**src/hw/rtl/rmf_pkg.sv**
```systemverilog
// ============================================================================
// rmf_pkg
// Shared types, constants and sort helpers for the 3x3 raster median filter.
// ============================================================================
package rmf_pkg;

    // Sizes of the raster and of one sample.
    localparam int MAX_COLUMNS = 1024;
    localparam int SAMPLE_BITS = 16;
    localparam int COL_W       = $clog2(MAX_COLUMNS);
    localparam int GRID_COL_W  = 11;
    localparam int ROW_W       = 16;

    // Configuration port.
    localparam int CFG_INDEX_W = 4;
    localparam int CFG_DATA_W  = 16;

    localparam logic [CFG_INDEX_W-1:0] REG_GRID_COLUMNS = CFG_INDEX_W'(0);
    localparam logic [CFG_INDEX_W-1:0] REG_GRID_ROWS    = CFG_INDEX_W'(1);
    localparam logic [CFG_INDEX_W-1:0] REG_NODATA_CODE  = CFG_INDEX_W'(2);
    localparam logic [CFG_INDEX_W-1:0] REG_SKIP_NODATA  = CFG_INDEX_W'(3);

    localparam logic [GRID_COL_W-1:0]  RESET_COLUMNS = GRID_COL_W'(1024);
    localparam logic [ROW_W-1:0]       RESET_ROWS    = ROW_W'(1024);
    localparam logic [SAMPLE_BITS-1:0] RESET_NODATA  = {1'b1, {(SAMPLE_BITS-1){1'b0}}};
    localparam logic                   RESET_SKIP    = 1'b1;

    // Window and sort network.
    localparam int WIN_N = 9;
    localparam int WIN_W = $clog2(WIN_N);
    localparam int CNT_W = $clog2(WIN_N + 1);
    localparam int KEY_W = SAMPLE_BITS + 1;

    // Sort key: drop flag on top, then the sample with its sign bit flipped,
    // so that an unsigned compare orders kept samples as signed numbers and
    // puts every dropped sample after them.
    typedef logic [KEY_W-1:0] key_t;
    typedef key_t [WIN_N-1:0] key_vec_t;

    typedef struct packed {
        logic [GRID_COL_W-1:0]  grid_columns;
        logic [ROW_W-1:0]       grid_rows;
        logic [SAMPLE_BITS-1:0] nodata_code;
        logic                   skip_nodata;
    } cfg_t;

    // Per-item flags that travel alongside the window.
    typedef struct packed {
        logic win_en;
        logic center_valid;
        logic frame_end;
    } side_t;

    function automatic key_t make_key(logic [SAMPLE_BITS-1:0] v, logic drop);
        return {drop, ~v[SAMPLE_BITS-1], v[SAMPLE_BITS-2:0]};
    endfunction

    function automatic logic [SAMPLE_BITS-1:0] key_value(key_t k);
        return {~k[SAMPLE_BITS-1], k[SAMPLE_BITS-2:0]};
    endfunction

    // One round of odd-even transposition sort; the pairs are independent.
    function automatic key_vec_t oe_round(key_vec_t v, logic odd);
        key_vec_t r;
        r = v;
        for (int i = 0; i + 1 < WIN_N; i++) begin
            if ((i[0] == odd) && (v[i] > v[i+1])) begin
                r[i]   = v[i+1];
                r[i+1] = v[i];
            end
        end
        return r;
    endfunction

    // Three consecutive rounds starting with the given pair parity.
    function automatic key_vec_t three_rounds(key_vec_t v, logic first_odd);
        return oe_round(oe_round(oe_round(v, first_odd), ~first_odd), first_odd);
    endfunction

endpackage

```
**src/hw/rtl/rmf_sort.sv**
```systemverilog
// ============================================================================
// rmf_sort
// Pipelined odd-even transposition sort of nine keys and median selection.
// ============================================================================
module rmf_sort
    import rmf_pkg::*;
(
    input  logic                   clk,
    input  logic                   rst_n,
    input  logic [SAMPLE_BITS-1:0] nodata_code,
    input  logic                   in_valid,
    output logic                   in_ready,
    input  key_vec_t               in_keys,
    input  logic [CNT_W-1:0]       in_count,
    input  side_t                  in_side,
    output logic                   out_valid,
    input  logic                   out_ready,
    output logic [SAMPLE_BITS-1:0] filtered,
    output logic                   center_valid,
    output logic                   frame_end
);

    logic                   c_valid_reg, d_valid_reg, o_valid_reg;
    key_vec_t               c_keys_reg, d_keys_reg;
    logic [CNT_W-1:0]       c_count_reg, d_count_reg;
    side_t                  c_side_reg, d_side_reg, o_side_reg;
    logic [SAMPLE_BITS-1:0] o_filtered_reg, o_filtered_next;

    logic                   en_c, en_d, en_o;
    key_vec_t               sorted;
    logic [WIN_W-1:0]       pick;

    // Each stage loads when it is empty or its content moves on.
    assign en_o     = !o_valid_reg || out_ready;
    assign en_d     = !d_valid_reg || en_o;
    assign en_c     = !c_valid_reg || en_d;
    assign in_ready = en_c;

    // Last three rounds, then take the kept element at index floor(n/2).
    always_comb
    begin
        sorted = three_rounds(d_keys_reg, 1'b0);
        pick   = WIN_W'(d_count_reg >> 1);
        if (!d_side_reg.win_en || (d_count_reg == '0))
        begin
            o_filtered_next = nodata_code;
        end
        else
        begin
            o_filtered_next = key_value(sorted[pick]);
        end
    end

    // Stage valid bits.
    always_ff @(posedge clk or negedge rst_n)
    begin
        if (!rst_n)
        begin
            c_valid_reg <= 1'b0;
            d_valid_reg <= 1'b0;
            o_valid_reg <= 1'b0;
        end
        else
        begin
            if (en_c)
            begin
                c_valid_reg <= in_valid;
            end
            if (en_d)
            begin
                d_valid_reg <= c_valid_reg;
            end
            if (en_o)
            begin
                o_valid_reg <= d_valid_reg;
            end
        end
    end

    // Sort stages: rounds one to three, then four to six.
    always_ff @(posedge clk)
    begin
        if (in_valid && en_c)
        begin
            c_keys_reg  <= three_rounds(in_keys, 1'b0);
            c_count_reg <= in_count;
            c_side_reg  <= in_side;
        end
        if (c_valid_reg && en_d)
        begin
            d_keys_reg  <= three_rounds(c_keys_reg, 1'b1);
            d_count_reg <= c_count_reg;
            d_side_reg  <= c_side_reg;
        end
        if (d_valid_reg && en_o)
        begin
            o_filtered_reg <= o_filtered_next;
            o_side_reg     <= d_side_reg;
        end
    end

    assign out_valid    = o_valid_reg;
    assign filtered     = o_filtered_reg;
    assign center_valid = o_side_reg.center_valid;
    assign frame_end    = o_side_reg.frame_end;

`ifndef SYNTHESIS
    // An empty output register lets the whole sort pipeline take a transaction.
    assert property (@(posedge clk) disable iff (!rst_n)
        !o_valid_reg |-> in_ready)
        else $error("sort pipeline stalled with an empty output");
`endif

endmodule

```
**config.mk**
```make
export PLATFORM = sky130hd
export DESIGN_NAME = rmf_sort
export DESIGN_NICKNAME = d
export VERILOG_FILES = /design/src/hw/rtl/rmf_pkg.sv /design/src/hw/rtl/rmf_sort.sv
export SDC_FILE = /design/constraint.sdc
export NUM_CORES = 2
export LEC_CHECK = 0
export BUFFER_PORTS_ARGS = -buffer_cell sky130_fd_sc_hd__buf_2
export CORE_MARGIN = 8
export CORE_UTILIZATION = 45
export CTS_CLUSTER_DIAMETER = 60
export DETAILED_ROUTE_END_ITERATION = 7
export PLACE_DENSITY = 0.76
export SYNTH_ARGS = -nofsm -noshare
export SYNTH_HDL_FRONTEND = slang
export SYNTH_SLANG_ARGS = --single-unit
```
**constraint.sdc**
```tcl
create_clock -name clk -period 7.16 [get_ports clk]
set_clock_uncertainty 0.05 [all_clocks]
set_input_delay 1.074 -clock clk [delete_from_list [all_inputs] [get_ports clk]]
set_output_delay 1.074 -clock clk [all_outputs]
set_load 0.005 [all_outputs]
```
Word level (Yosys, flattened, before mapping)
Cells that the tools add are included.
- word-level logic and storage cells: 137
- register bits: 341
- bitwise gates (word level): 1
- reductions and logical operators: 12
- magnitude comparators: 37
- muxes and demuxes: 55
- operators with widths (operator ; count):
    34-bit two-way mux ; 51
    17-bit > comparator ; 36
    17-bit binary-select mux with 3-bit select ; 1
    16-bit two-way mux ; 2
    17-bit two-way mux ; 1
    3-bit by 5-bit less-than comparator with 1-bit output (second input constant) ; 1
    1-bit zero test ; 4
    4-bit zero test ; 1
    1-bit logical OR ; 4
    1-bit logical AND ; 3
    1-bit NOT ; 1

Depth between registers and ports, before layout
- word-level depth: 11
- depth in mapped cells: 36

Least setup slack after synthesis
OpenSTA, ideal clock, no wires.
- path type: input to register
- start: input in_keys[87] (netlist bit)
- end: register c_keys_reg[100] (netlist bit) (data pin)
- stages on the path: 35
- data arrival time: 7.311 ns
- library setup time: 0.260 ns
- data required time: 6.850 ns
- setup slack: -0.461 ns
- buffers on the path: 3
- cells stage by stage: inv_1 > ha_1 > a21o_1 > a21o_1 > a211oi_1 > o21ai_1 > a221oi_2 > o21ai_2 > a21boi_4 > buf_2 > mux2i_1 > inv_1 > ha_1 > nor2b_1 > o21a_1 > o21ai_0 > nand2b_1 > a21oi_1 > o211ai_1 > a21oi_1 > o21bai_1 > buf_2 > mux2i_1 > inv_1 > ha_1 > nor2b_1 > o21a_1 > o21a_1 > o21ai_0 > nand2b_1 > a21oi_1 > o221ai_1 > o31ai_1 > clkbuf_1 > mux2_2
- word-level cells in the longest chain between the ends: 8
- elaborated cells on any way between the ends: 11
- RTL lines (element ; RTL line ; RTL):
    from (decl) ; rmf_sort.sv:13 ; input key_vec_t in_keys,
    17-bit > comparator ; rmf_pkg.sv:67 ; if ((i[0] == odd) && (v[i] > v[i+1])) begin
    34-bit two-way mux (*) ; rmf_pkg.sv:67 ;
    34-bit two-way mux (*) ; rmf_sort.sv:83 ; if (in_valid && en_c)
    17-bit > comparator ; rmf_pkg.sv:67 ;
    34-bit two-way mux ; rmf_pkg.sv:67 ;
    34-bit two-way mux ; rmf_sort.sv:83 ;
    17-bit > comparator ; rmf_pkg.sv:67 ;
    34-bit two-way mux (*) ; rmf_pkg.sv:67 ;
    to (signal assigned) ; rmf_sort.sv:85 ; c_keys_reg <= three_rounds(in_keys, 1'b0);
    to (decl) ; rmf_sort.sv:24 ; key_vec_t c_keys_reg, d_keys_reg;
Mark *: on every way between the ends. The rest lies on a longest branch, timed or not. The select of a mux whose other input is x is not followed.
A chain may end at the register's enable or synchronous reset.

Final worst setup path
- start: register d_keys_reg[4] (netlist bit)
- end: register o_filtered_reg[4] (netlist: filtered[4]) (data pin)
- word-level cells in the longest chain between the ends: 9
- elaborated cells on any way between the ends: 11
- RTL lines (element ; RTL line ; RTL):
    from (decl) ; rmf_sort.sv:24 ;
    from (signal assigned) ; rmf_sort.sv:91 ; d_keys_reg <= three_rounds(c_keys_reg, 1'b1);
    17-bit > comparator ; rmf_pkg.sv:67 ;
    34-bit two-way mux (*) ; rmf_pkg.sv:67 ;
    17-bit > comparator ; rmf_pkg.sv:67 ;
    34-bit two-way mux ; rmf_pkg.sv:67 ;
    17-bit > comparator ; rmf_pkg.sv:67 ;
    34-bit two-way mux ; rmf_pkg.sv:67 ;
    17-bit binary-select mux with 3-bit select (*) ; rmf_sort.sv:50 ; o_filtered_next = key_value(sorted[pick]);
    16-bit two-way mux (not written as such) (*) ; rmf_sort.sv:50 ;
    16-bit two-way mux (*) ; rmf_sort.sv:44 ; if (!d_side_reg.win_en || (d_count_reg == '0))
    net o_filtered_next[4] ; rmf_sort.sv:27 ; logic [SAMPLE_BITS-1:0] o_filtered_reg, o_filtered_next;
    to (signal assigned) ; rmf_sort.sv:97 ; o_filtered_reg <= o_filtered_next;
    to (decl) ; rmf_sort.sv:27 ;
Mark *: on every way through the listed nets, which the timed path passes. The rest lies on a longest branch. The select of a mux whose other input is x is not followed.

==> results.yml <==
outcome:
  outcome: "complete, no violations"
cts:
  hold_buffers: 0
  cts_tree: "yes"
  cts_buffers: 43
  clkLatencyLatePin_ps: 580
  numClockSinks: 341
  h-tree-depth: 2
  root_buffer: "clkbuf_16"
  clk_pin_slew_ps: 60
  cts_buffer_depth: 3
synth:
  synth_top_area_share_pct: 26.3
  synth.area.mux_share_pct: 26.9
  syn_avg_cell_area_um2: 9.91
  yosysMostFrequentCell: "mux2i_1"
  synth-simple-area-share_pct: 7.12
  synthFlopType: "edfxtp_1"
  synthArstFlopShare_pct: 0.880
  synth_enable_flop_cells: 338
  ys_top_cells_by_count: "mux2i_1, ha_1, inv_1"
  synth_compound_area_share_pct: 12.5
  synth_top_cell_by_area: "edfxtp_1"
  synthDistinctLibCells: 79
  syn-cell-area_um2: 38700
  synthAdderAreaFrac_pct: 19.8
  seq_area_frac_synth_pct: 26.4
  yosys-top-cells-area: "edfxtp_1, ha_1, mux2i_1"
  synth_xor_area_share_pct: 0.0906
  syn_nets: 4691
  ys_ff_latch: 341
  yosys_warnings: 0
  synth_top_family_by_area: "multiplexers"
  syn_inst: 3899
detailed_routing:
  wl_met2_mm: 57.5
  wire_per_inst_um: 20.6
  via_per_inst: 5.71
  ant_nets: 0
  drc_errors: 0
  dr.pass1.iters: 5
  drt-met1-wl_mm: 49.3
  wl_met3_mm: 6.73
  drt-total-wl_mm: 117
  drt_iter0_drc: 2426
  maxUsedRoutingLayer: "met5"
  num_vias: 32500
worst_setup_path:
  crit_slowest_cell: "edfxtp_1"
  r2r_start: "d_keys_reg[4]"
  startpoint_type: "flop"
  crit_arrival_ps: 7450
  crit_path_end_kind: "flop"
  crit_type: "reg -> reg"
  critical_path_required_ps: 7510
  critPathMaxStageDelay_ps: 470
  crit_path_start: "d_keys_reg[4]"
  cpMostUsedCell: "buf_4"
  cp_max_fo: 14
global_route:
  track_usage_pct: 23.3
  grt_max_degree: 161
  grt_pass1_vias: 31800
  grt_pass1_wl_mm: 176
  grt-ovfl-total: 0
  antenna_found_initial: 1
sta:
  max_freq_mhz: 141
  drv_slew: 0
  period_needed_ps: 7100
  period_share_pct: 99.1
  relSlewSlack_pct: 28.2
  rsz0062_at_grt: "yes"
  tightest_slew_ps: 1080
  hold_viol_final: 0
  finalSetupViolCount: 0
  fin_tns_setup_ps: 0
final_layout:
  syn_to_final_growth_pct: 22.1
  antenna_cells: 0
  fin_nets: 5309
  drive_gt1_share_pct: 27.2
floorplanning:
  dieArea_um2: 95500
  core_area_um2: 85100
  fp.dieH_um: 309
  die_w_um: 309
  initial_core_util_pct: 45.4
  ioPinCount: 200
  num_rows: 107
placed_design:
  io_buffer_count: 199
  dp_hpwl_mm: 96.7
  gp_congestion: 0.972
job:
  timing.max_cap.violations: 0
hold_path:
  timing.hold.worst.class: "in -> async"
[critical path: cells and delay by family (launching register included)]
kind | cells | cell delay, ps
simple gates | 6 | 940
flops | 1 | 470
mux | 2 | 510
buf+inv | 8 | 1160
xor+xnor | 1 | 210
fa+ha+maj | 3 | 910
compound gates | 14 | 2630
[cell type report]
type | count | area [µm²]
inverter | 563 | 2110
clock buffer | 55 | 1140
timing repair buffer | 701 | 5350
multi-input combinational | 2867 | 26800
fill | 7335 | 38000
tap | 1144 | 1430
sequential | 341 | 10200
clock inverter | 20 | 171
[layer usage]
metal | global-route usage [%] | vias to the layer above
li1 | - | 15700
met1 | 29.4 | 15500
met2 | 41.4 | 1030
met3 | 3.02 | 208
met4 | 7.02 | 2
met5 | 0 | -
[cells by family after synthesis]
| kind of cell | count (synthesis) |
|---|---|
| simple gates | 533 |
| compound gates | 735 |
| xor+xnor | 4 |
| buf+inv | 691 |
| fa+ha+maj | 612 |
| flops | 341 |
| mux | 983 |
[what timing repair did]
item,4_1_cts,5_1_grt
setup buffers,6,52
gates resized for setup,17,146
gates cloned,0,10
pin swaps,3,32
hold endpoints to repair,0,0
setup endpoints to repair,18,227
[layout by cell type, fill, tap and decap left out, types with 15 or more instances in the layout]
cell | synthesis | routed
a221oi_1 | 24 | 19
ha_1 | 612 | 605
mux2i_2 | 4 | 43
and3_1 | 15 | 15
mux2i_1 | 666 | 606
clkbuf_16 | 0 | 53
edfxtp_1 | 338 | 338
inv_1 | 563 | 563
nand3_1 | 30 | 30
buf_12 | 0 | 31
a21oi_1 | 219 | 204
mux2i_4 | 12 | 33
o21ai_0 | 115 | 106
a21o_1 | 164 | 164
nor2b_1 | 40 | 40
nand2b_1 | 30 | 30
o21a_1 | 50 | 50
buf_2 | 50 | 200
mux2_2 | 295 | 295
nand2_1 | 130 | 128
o211ai_1 | 25 | 25
a211oi_1 | 17 | 17
o221ai_1 | 23 | 18
nand4_1 | 121 | 121
buf_4 | 15 | 451
nor2_1 | 106 | 105
[path summary, 6_finish.rpt]
kind	cells after the start	end	slack [ps]
min in group clk	0	d_side_reg[2]	370
min reg2reg	0	d_side_reg[2]	370
max in group asynchronous	1	d_valid_reg	6710
max	34	filtered[4]	60
max reg2reg	34	filtered[4]	60
min	1	out_valid	240
[per-stage QoR]
step | std cells | hold WS (ps) | util [%] | area, µm² | worst slack, ps
5_1_grt | 5691 | 221 | 55.4 | 47200 | -231
2_1_floorplan | 3899 | 350 | - | 38700 | 1.75
4_1_cts | 5629 | 208 | 53.8 | 45800 | 8.86
3_5_place_dp | 5548 | 355 | 52.1 | 44400 | -248
3_3_place_gp | 5548 | 354 | 52.1 | 44400 | -130
6_report | 5691 | 238 | 55.4 | 47200 | 63.2
Power is not shown: default switching activity piles up to over one toggle a cycle in this logic, so the estimate is an artifact.
